### config.mk
export PLATFORM = sky130hd
export DESIGN_NAME = lhp_kernel
export DESIGN_NICKNAME = d
export VERILOG_FILES = /design/src/lhp_pkg.sv /design/src/lhp_kernel.sv
export SDC_FILE = /design/constraint.sdc
export NUM_CORES = 1
export LEC_CHECK = 0
export BUFFER_PORTS_ARGS = -buffer_cell sky130_fd_sc_hd__buf_2
export CORE_MARGIN = 2
export CORE_UTILIZATION = 49
export DETAILED_ROUTE_END_ITERATION = 6
export GPL_TIMING_DRIVEN = 0
export PLACE_DENSITY = 0.78
export SYNTH_ARGS = -nofsm -noshare
export SYNTH_HDL_FRONTEND = slang
export SYNTH_SLANG_ARGS = --single-unit
export TNS_END_PERCENT = 1
### constraint.sdc
create_clock -name vclk -period 5.3
set_input_delay 0.53 -clock vclk [all_inputs]
set_output_delay 0.53 -clock vclk [all_outputs]
set_load 0.02 [all_outputs]
### src/lhp_pkg.sv
`timescale 1ns / 1ps

package lhp_pkg;

  localparam int CFG_W       = 11;
  localparam int SEEN_W      = 21;
  localparam int WIDTH_RESET = 500;
  localparam int WIDTH_MIN   = 3;

  typedef struct packed {
    logic [7:0] red;
    logic [7:0] green;
    logic [7:0] blue;
    logic       frame_end;
  } pix_t;

  typedef struct packed {
    logic [7:0] filtered_pixel;
    logic       last_out;
  } res_t;

  // Which results the registered window produces.
  typedef struct packed {
    logic norm;
    logic fin;
    logic fin_ok;
  } win_ctl_t;

  // Gray taps by age behind the newest pixel (a0 is the newest).
  typedef struct packed {
    logic [7:0] a0;
    logic [7:0] wm2;
    logic [7:0] wm1;
    logic [7:0] w0;
    logic [7:0] wp1;
    logic [7:0] w2m1;
    logic [7:0] w2;
  } win_taps_t;

  // (r+g+b)/3 as a multiply by 683/2048; exact for sums up to 765.
  function automatic logic [7:0] gray_of(input logic [7:0] r, input logic [7:0] g,
                                         input logic [7:0] b);
    logic [9:0]  s;
    logic [19:0] p;
    s = 10'(r) + 10'(g) + 10'(b);
    p = 20'(s) * 20'd683;
    return p[18:11];
  endfunction

  function automatic logic [7:0] lap_clamp(input logic [7:0] c, input logic [7:0] n1,
                                           input logic [7:0] n2, input logic [7:0] n3,
                                           input logic [7:0] n4);
    logic signed [11:0] sum;
    sum = $signed({2'b00, c, 2'b00} - {4'b0000, n1} - {4'b0000, n2}
                  - {4'b0000, n3} - {4'b0000, n4});
    if (sum < 0) begin
      return 8'd0;
    end else if (sum > 12'sd255) begin
      return 8'hFF;
    end else begin
      return sum[7:0];
    end
  endfunction

endpackage

### src/lhp_kernel.sv
`timescale 1ns / 1ps

module lhp_kernel import lhp_pkg::*; (
  input  logic      win_valid,
  input  win_ctl_t  win_ctl,
  input  win_taps_t win_taps,
  input  logic      win_take,
  output logic      push0,
  output res_t      data0,
  output logic      push1,
  output res_t      data1
);

  logic [7:0] norm_val;
  logic [7:0] fin_val;
  res_t       fin_res;
  logic       fire;

  assign norm_val = lap_clamp(win_taps.w0, win_taps.w2, win_taps.wp1, win_taps.wm1,
                              win_taps.a0);
  // The final window sits one position later, with the missing next pixel as zero.
  assign fin_val  = lap_clamp(win_taps.wm1, win_taps.w2m1, win_taps.w0, win_taps.wm2,
                              8'd0);

  assign fire = win_valid && win_take;

  always_comb begin
    fin_res.filtered_pixel = win_ctl.fin_ok ? fin_val : 8'd0;
    fin_res.last_out       = 1'b1;
    push0 = fire && (win_ctl.norm || win_ctl.fin);
    push1 = fire && win_ctl.norm && win_ctl.fin;
    if (win_ctl.norm) begin
      data0.filtered_pixel = norm_val;
      data0.last_out       = 1'b0;
    end else begin
      data0 = fin_res;
    end
    data1 = fin_res;
  end

endmodule

### Word-level counts from Yosys, hierarchy flattened

Cells that the tools add are included.

* $add $sub $neg: 7
* reductions and logical operators: 5
* magnitude comparators: 4
* muxes and demuxes: 6

Operators with widths (number)
* $mux W8: 5
* $sub A12 B8 Y12: 3
* $gt A12 B9 Y1 const B: 2
* $lt A12 B1 Y1 const B: 2
* $sub A11 B9 Y12: 2
* $sub A10 B8 Y11: 2
* $mux W9: 1
* $logic_and A1 B1 Y1: 4
* $logic_or A1 B1 Y1: 1

* logic and storage cells: 22
* bits of input ports: 61
* register bits: 0
* output and inout bits: 20

### Depth between registers and ports, before layout

* depth in word-level cells: 8
* mapped depth: 18
* mapped depth without buffers: 17

### Worst setup path before layout

No wires, ideal clock.

* path kind: input to output
* from: input win_taps[2] in the netlist's numbering
* to: output data0[1] in the netlist's numbering
* slack: 0.665 ns
* required time: 4.770 ns
* path buffers: 0
* arrival: 4.105 ns
* stages on the path: 16
* cells stage by stage: inv_1 ha_1 nor3b_1 o21a_1 o21ai_0 nand2b_1 a311o_1 xnor2_1 fa_1 inv_1 ha_1 a21boi_0 o41a_1 o211ai_2 a21oi_1 o22ai_1

RTL lines
* start: declaration: RTL line lhp_kernel.sv:6 `input win_taps_t win_taps,`
* end: declaration: RTL line lhp_kernel.sv:9 `output res_t data0,`

==> flow_metrics.tcl <==
set metrics [dict create \
    fp.dieArea_sq_um 5510 \
    syn_nets 448 \
    dpl_cell_area_sq_um 2900 \
    status "finished, final reports clean" \
    worstHoldStart "win_ctl[2]" \
    top_layer "met4" \
    wl_met2_mm 2.56 \
    via_count 2455 \
    grt-ovfl-total 0 \
    routed_wl_mm 5.91 \
    tns_ns 0 \
    yosysSeqAreaShare 0 \
    ys_types 48 \
    syn_area_per_cell_sq_um 7.35 \
    syn_inst 329 \
    via_per_inst 5.16 \
    ios 81 \
    fin_util 0.611 \
    hold_depth 3 \
    dp_hpwl_mm 5.35 \
    grt_max_degree 10 \
    grt_pass1_wl_mm 9.56 \
    hold_ws_ns 1.37 \
    drt-met1-wl_mm 2.88 \
    setup_viol 0 \
    synth_top_area_share 0.190 \
    seq_area_sq_um 0 \
    critPathMaxFanout 8 \
    diodes 0 \
    finalNetCount 530 \
    die_x_microns 74.3 \
    drc 0 \
    synth_top_area_cell "fa_1" \
    multiInputGateArea_sq_um 2080 \
    drv_cap 0 \
    antenna_found_initial 0 \
    final_hold_viol_count 0 \
    route.antenna.remaining_nets 0 \
    drt-pass1-iter-count 4 \
    layout-drive-gt1-share 0.232 \
    cp.arrival_ns 4.50 \
    finalCritPeriodShare 0.948 \
    rsz0062_at_grt "false" \
    stdcell_area_sq_um 2910 \
    startpoint "win_taps[2]" \
    crit_type "primary input to output port" \
    area_growth_pct 20.2 \
    max_freq_mhz 199 \
    critPathLaunchType "primary input" \
    std_cell_rows 25 \
    p_per_area_nw_per_um2 286 \
    ir_drop_v 0.000206 \
    p_leak_nw 1.62 \
    io_buffers 80 \
    final_cell_mix "inv_1, buf_2, ha_1" \
    fin_crit_ns 5.03 \
    hp-class "primary input to output port" \
    drt_iter0_markers 81 \
    gp_congestion 0.945 \
    core_sq_um 4750 \
    syn_area_sq_um 2420 \
    nFillCells 453 \
    seq_cells 0 \
    routedWlPerCell_microns 12.4 \
    layout_commonest_cell "inv_1" \
    ys_warn_count 0 \
    drv_slew 0 \
    cp_data_required_time_ns 4.77 \
    wl_met3_microns 377 \
    initial_core_util 0.509 \
    synth.area.top_cells "fa_1, ha_1, inv_1, xnor2_1, a21oi_1" \
    grt_usage 0.217 \
    nClkBuffers 0 \
    die-height_microns 74.3 \
    grt_pass1_vias 2232 \
    endpoint_kind "output port" \
    post_cts_buffers 0 \
]
-- metrics by stage --
| stage | power, W | setup slack (ns) | instances |
|---|---|---|---|
| after floorplan | 0.000627 | 0.665 | 329 |
| after global placement | 0.000810 | 0.318 | 476 |
| after detailed placement | 0.000823 | 0.263 | 476 |
| after CTS | 0.000830 | 0.246 | 476 |
| after global routing | 0.000932 | 0.0428 | 476 |
| final | 0.000831 | 0.274 | 476 |
-- worst paths after layout --
check / to / slack (ns)
hold / removal: data0[0] / 1.37
setup / recovery: data0[7] / 0.27
-- power by group --
part / internal (W) / switching (W)
clock: 0 / 0
sequential: 0 / 0
combinational: 0.000344 / 0.000487
total: 0.000344 / 0.000487
-- cell families after synthesis --
| family | count (synthesis) | share of synthesized area |
|---|---|---|
| adders and majority gates | 59 | 0.376 |
| buffers and inverters | 87 | 0.140 |
| other | 1 | 0.00155 |
| xor gates and xnor gates | 21 | 0.0792 |
| and+or+nand+nor | 70 | 0.143 |
| AOI/OAI and AO/OA | 91 | 0.261 |
-- routing by layer --
layer	global-route usage	vias up
met5	0	-
met4	0.0278	0
met3	0.00136	6
met2	0.364	112
met1	0.326	1078
li1	-	1259
-- synth_stat cells, types with 3 or more instances --
cell type / number
xor2_1: 5
o21ai_1: 3
nand2b_1: 5
fa_1: 23
or3_1: 4
ha_1: 35
o21ai_0: 10
o22ai_1: 9
a21o_1: 5
a211oi_1: 8
o21a_1: 7
nor2_1: 32
nor3_1: 6
inv_1: 84
or4_1: 3
xnor2_1: 15
nor2b_1: 3
nand2_1: 4
nand3_1: 6
a21oi_1: 26
o31ai_1: 3
-- what timing repair did --
action	CTS	global route
setup endpoints to repair	0	1
resized for setup	0	1
hold buffers	0	0
-- critical path: stages --
cell and delay, ns:
buf_2 0.08, inv_1 0.03, ha_1 0.33, nor3b_1 0.18, o21a_1 0.18, o21ai_0 0.15
nand2b_1 0.13, a311o_1 0.41, xnor2_1 0.15, fa_1 0.49, inv_1 0.04, ha_1 0.33
a21boi_0 0.18, o41a_1 0.44, o211ai_2 0.37, a21oi_1 0.12, o22ai_1 0.16, buf_2 0.19
-- final cells by class --
| cell class | instances | area share |
|---|---|---|
| multi-input combinational | 242 | 0.717 |
| timing repair buffer | 80 | 0.138 |
| inverter | 84 | 0.108 |
| tap | 67 | 0.0288 |
| buffer | 3 | 0.00775 |
No activity file was read; power rests on OpenSTA's default activity.
