**src/lhp_pkg.sv**
```systemverilog
`timescale 1ns / 1ps

package lhp_pkg;

  localparam int CFG_W       = 11;
  localparam int SEEN_W      = 21;
  localparam int WIDTH_RESET = 500;
  localparam int WIDTH_MIN   = 3;

  typedef struct packed {
    logic [7:0] red;
    logic [7:0] green;
    logic [7:0] blue;
    logic       frame_end;
  } pix_t;

  typedef struct packed {
    logic [7:0] filtered_pixel;
    logic       last_out;
  } res_t;

  // Which results the registered window produces.
  typedef struct packed {
    logic norm;
    logic fin;
    logic fin_ok;
  } win_ctl_t;

  // Gray taps by age behind the newest pixel (a0 is the newest).
  typedef struct packed {
    logic [7:0] a0;
    logic [7:0] wm2;
    logic [7:0] wm1;
    logic [7:0] w0;
    logic [7:0] wp1;
    logic [7:0] w2m1;
    logic [7:0] w2;
  } win_taps_t;

  // (r+g+b)/3 as a multiply by 683/2048; exact for sums up to 765.
  function automatic logic [7:0] gray_of(input logic [7:0] r, input logic [7:0] g,
                                         input logic [7:0] b);
    logic [9:0]  s;
    logic [19:0] p;
    s = 10'(r) + 10'(g) + 10'(b);
    p = 20'(s) * 20'd683;
    return p[18:11];
  endfunction

  function automatic logic [7:0] lap_clamp(input logic [7:0] c, input logic [7:0] n1,
                                           input logic [7:0] n2, input logic [7:0] n3,
                                           input logic [7:0] n4);
    logic signed [11:0] sum;
    sum = $signed({2'b00, c, 2'b00} - {4'b0000, n1} - {4'b0000, n2}
                  - {4'b0000, n3} - {4'b0000, n4});
    if (sum < 0) begin
      return 8'd0;
    end else if (sum > 12'sd255) begin
      return 8'hFF;
    end else begin
      return sum[7:0];
    end
  endfunction

endpackage

```
**src/lhp_out_fifo.sv**
```systemverilog
`timescale 1ns / 1ps

module lhp_out_fifo import lhp_pkg::*; (
  input  logic clk,
  input  logic rst,
  input  logic push0,
  input  res_t data0,
  input  logic push1,
  input  res_t data1,
  output logic free2,
  output logic res_valid,
  input  logic res_ready,
  output res_t res
);

  res_t       q [4];
  logic [1:0] wp;
  logic [1:0] rp;
  logic [2:0] cnt;
  logic       pop;
  logic [2:0] cnt_next;

  assign free2     = cnt <= 3'd2;
  assign res_valid = cnt != 3'd0;
  assign res       = q[rp];
  assign pop       = res_valid && res_ready;

  always_comb begin
    cnt_next = cnt + 3'(push0) + 3'(push1) - 3'(pop);
  end

  always_ff @(posedge clk) begin
    if (rst) begin
      wp  <= '0;
      rp  <= '0;
      cnt <= '0;
    end else begin
      cnt <= cnt_next;
      if (pop) begin
        rp <= rp + 2'd1;
      end
      if (push1) begin
        wp <= wp + 2'd2;
      end else if (push0) begin
        wp <= wp + 2'd1;
      end
    end
  end

  always_ff @(posedge clk) begin
    if (push0) begin
      q[wp] <= data0;
    end
    if (push1) begin
      q[wp + 2'd1] <= data1;
    end
  end

endmodule

```
**config.mk**
```make
export PLATFORM = sky130hd
export DESIGN_NAME = lhp_out_fifo
export DESIGN_NICKNAME = d
export VERILOG_FILES = /design/src/lhp_pkg.sv /design/src/lhp_out_fifo.sv
export SDC_FILE = /design/constraint.sdc
export NUM_CORES = 1
export LEC_CHECK = 0
export BUFFER_PORTS_ARGS = -buffer_cell sky130_fd_sc_hd__buf_2
export CORE_UTILIZATION = 45
export DETAILED_ROUTE_END_ITERATION = 10
export GPL_TIMING_DRIVEN = 0
export PLACE_DENSITY = 0.66
export SYNTH_ARGS = -nofsm -noshare
export SYNTH_HDL_FRONTEND = slang
export SYNTH_SLANG_ARGS = --single-unit
```
**constraint.sdc**
```tcl
create_clock -name clk -period 2.4 [get_ports clk]
set_input_delay 0.48 -clock clk [delete_from_list [all_inputs] [get_ports clk]]
set_output_delay 0.48 -clock clk [all_outputs]
set_load 0.03 [all_outputs]
```
Word level (Yosys, flattened, before mapping)
Memories as Yosys holds them, arrays and structs flattened. A register that Yosys moved wholly into a read port is not among the register bits.
Index checks and enable logic that the tools add are counted.
{"block": "totals", "out_inout_bits": 11, "inputBits": 23, "mem_bits_ro": 0, "latchBits": 0, "register_bits": 7, "ram_bits": 36, "n_memories": 1}
{"name": "q", "words": 4, "width": 9, "read_ports": 1, "rd_ports_with_merged_regs": 1, "wr": 2, "line": "lhp_out_fifo.sv:16", "text": "res_t q [4];"}
{"block": "classes", "addsub": 6, "mul": 0, "n_mux": 8, "bitwise": 0, "n_div": 0, "reduce_logical": 3, "n_lt_le_gt_ge": 1, "n_eq_ne": 0, "shift": 0}
{"cell": "$mux 2", "n": 4}
{"cell": "$add 3x1->3", "n": 2}
{"cell": "$add 2x1->2 const B", "n": 2}
{"cell": "$mux 1", "n": 4}
{"cell": "$le 3x2->1 const B", "n": 1}
{"cell": "$reduce_bool 3->1", "n": 1}
{"cell": "$sub 3x1->3", "n": 1}
{"cell": "$add 2x2->2 const B", "n": 1}
{"cell": "$reduce_bool 2->1", "n": 1}
{"cell": "$logic_and 1x1->1", "n": 1}

Longest topological paths before layout
{"block": "logic_depth", "ltp_word": 4, "ltp_mapped": 8}

Worst setup path before layout
Ideal clock, no wire load.
{"block": "synth_timing", "kind": "reg2reg", "start": "register cnt[1]", "end": "register cnt[2]", "setup_time_ns": 0.114, "t_required_ns": 2.286, "setup_slack_ns": 0.314, "path_stages_with_launch": 8, "arrival_time_ns": 1.971, "path_cell_list": "dfxtp_1 > o31a_2 > ha_1 > inv_1 > fa_1 > fa_1 > xor2_1 > nor2_1"}
{"block": "synth_between", "elab_chain_len": 3}
{"element": "from (decl)", "line": "lhp_out_fifo.sv:19", "text": "logic [2:0] cnt;"}
{"element": "from (signal assigned)", "line": "lhp_out_fifo.sv:38", "text": "cnt <= cnt_next;"}
{"element": "$reduce_bool 3->1", "line": "lhp_out_fifo.sv:24", "text": "assign res_valid = cnt != 3'd0;"}
{"element": "$logic_and 1x1->1", "line": "lhp_out_fifo.sv:26", "text": "assign pop = res_valid && res_ready;"}
{"element": "named net pop", "line": "lhp_out_fifo.sv:20", "text": "logic pop;"}
{"element": "$sub 3x1->3", "line": "lhp_out_fifo.sv:29", "text": "cnt_next = cnt + 3'(push0) + 3'(push1) - 3'(pop);"}
The timed path passes the listed nets, and every way through them passes these cells.
A chain may end at the register's enable or synchronous reset.

Worst setup path in the final report
Ends and elaborated chain as after synthesis.

==> impl_metrics.toml <==
[clock_tree]
clockBufferDepth = 2
clk_pin_slew_ns = 0.08
cts_made_buffers = 5
ctsResizeCount = 0
htree_levels = 2
hold_buffers = 0
cts_root_buf = "clkbuf_8"
clock_latency_ns = 0.29
cts.sinks = 45
cts_tree = "yes"
post_cts_buffers = 0

[yosys]
syn_avg_cell_area_um2 = 15.8
synth_common_cells = "edfxtp_1 (36), mux2_2 (36), dfxtp_1 (9), mux4_2 (9), nand2_1 (9)"
ys_ff_latch = 45
synth_seq_area_share = 0.565
synth_async_sr_flop_share = 0
yosysWarnings = 0
ys_types = 23
yosysTopAreaCell = "edfxtp_1"
synth.top_cells.by_area = "edfxtp_1 (48%), mux2_2 (18%), mux4_2 (9.1%)"
synth.top_cell.area_share = 0.485
synth_edf_count = 36
synth_flop_cell = "edfxtp_1"
netlist_area_mm2 = 0.00223
synth_nets = 172
syn-instance-count = 141

[detailed_routing]
totalWireLength_mm = 4.19
drt-initial-drc-count = 65
via_count = 1287
antenna_left = 0
via_per_inst = 5.19
dr.pass1.iters = 4
routedWlPerCell_um = 16.9
drc = 0

[place]
gp_congestion = 0.727
placed_cells = 240
dp_slack_ns = 0.216
place.port_buffers = 32
hpwl_mm = 2.88

[cells_and_area]
regArea_mm2 = 0.00126
multi_input_area_um2 = 916
fin_cells = 248
fin_nets = 211
drive_gt1_frac = 0.514
fill_cells = 411
fin_util = 0.543
area_growth_pct = 15.7
antenna-diode-count = 0

[sta]
skew_ns = 0.00807
slew_violations = 0
hold_viol = 0
worst_slack_ns = 0.231
relSlewSlack = 0.673
rsz0062_at_grt = "no"
fin_setup_tns_ns = 0
fmax_mhz = 461
fin_crit_ns = 2.17
finalSetupViolCount = 0
timing.final.crit_share = 0.904
tightest_slew_ns = 0.490

[power]
peakVddDrop_uv = 410
comb_power_share = 0.324
pwr-share-seq = 0.435
p_clk_frac = 0.241
p_sw_uw = 723
p_int_uw = 1580
static-leakage-power_uw = 0.000973
p_sw_frac = 0.314
p_per_area_mw_per_mm2 = 892

[grt]
grt_pass1_wl_mm = 6.72
track_usage = 0.179
grt_pass1_vias = 1361
grt_antenna_before_repair = 0
grt_max_degree = 14
overflow = 0

[floorplan]
initial_core_util = 0.469
fp.dieArea_mm2 = 0.00524
io_pins = 34
core_area_mm2 = 0.00475
die_h_um = 72.4
die_w_um = 72.4
std_cell_rows = 25

[worst_setup_path]
critPathMaxFanout = 4
end_kind = "flip-flop"
crit_path_start_kind = "flip-flop"
worstSetupPathType = "reg2reg"
reg2reg_setup_slack_ns = 0.23
worstPathRequired_ns = 2.58
arrival_ns = 2.35

[run_status]
status = "complete, no violations"

[worst_hold_path]
min_path_type = "in2reg"

[flow_run]
maxCapViolations = 0
-- per-stage QoR --
step / hold WS [ns] / cell area [µm²] / total power (µW)
after floorplan: 0.478 / 2230 / 1580
after global placement: 0.500 / 2470 / 1750
after detailed placement: 0.527 / 2470 / 1780
after CTS: 0.453 / 2580 / 2320
after global routing: 0.454 / 2580 / 2420
final: 0.452 / 2580 / 2300
-- placed cells by master, fill, tap and decap left out, drive strengths merged, types with 2 or more instances in the layout --
cell / instances
mux2: 36
edfxtp: 36
buf: 34
nand2: 13
mux4: 9
dfxtp: 9
inv: 8
clkbuf: 7
ha: 6
nor2: 5
xor2: 2
o21ai: 2
a211oi: 2
nor2b: 2
fa: 2
-- state kept, by name (all words and copies together) (netlist names), named ones only --
register	cells
q	36
wp	2
rp	2
cnt	3
-- power by group through the flow --
stage          logic, µW  registers, µW  clock network (µW)
6_report             747           1000                 554
5_1_grt              813           1020                 596
4_1_cts              760           1000                 558
3_5_place_dp         758           1020                   0
3_3_place_gp         736           1010                   0
2_1_floorplan        576           1010                   0
-- worst max-delay path: stages (launching register included) --
cell     delay [ns]
dfxtp_1        0.35
o31a_2         0.39
ha_1           0.28
inv_1          0.04
fa_1           0.38
fa_1           0.42
xor2_1         0.16
nor2_1         0.05
-- area by class of cell --
class                   count  area share
inverters                   8      0.0116
repair buffers             32      0.0620
well taps                  67      0.0325
clock buffers               6      0.0281
clock inverters             2      0.0131
plain buffers               3     0.00921
multi-input cells          85       0.355
flip-flops and latches     45       0.489
-- final timing paths --
path                from     end  depth (start not counted)
hold / removal       rst   rp[0]                          2
hold reg to reg    wp[0]   wp[0]                          2
setup / recovery  cnt[1]  cnt[2]                          7
setup reg to reg  cnt[1]  cnt[2]                          7
-- logic make-up (layout without fill, tap and decap cells) --
kind of cell	after synthesis	count (layout)	share of synthesized area
adder cells (fa/ha/maj)	8	8	0.0516
AND/OR/NAND/NOR	21	21	0.0426
XOR/XNOR	3	3	0.0151
AO/OA/AOI/OAI	8	8	0.0286
buffers and inverters	11	51	0.0241
multiplexers	45	45	0.273
flip-flops	45	45	0.565
-- per-layer routing --
metal / wire (µm) / GRT usage
met1: 1790 / 0.224
met2: 2230 / 0.309
met3: 152 / 0.0458
met4: 15 / 0.0458
met5: 0 / 0
No activity file was read; power rests on OpenSTA's default activity.
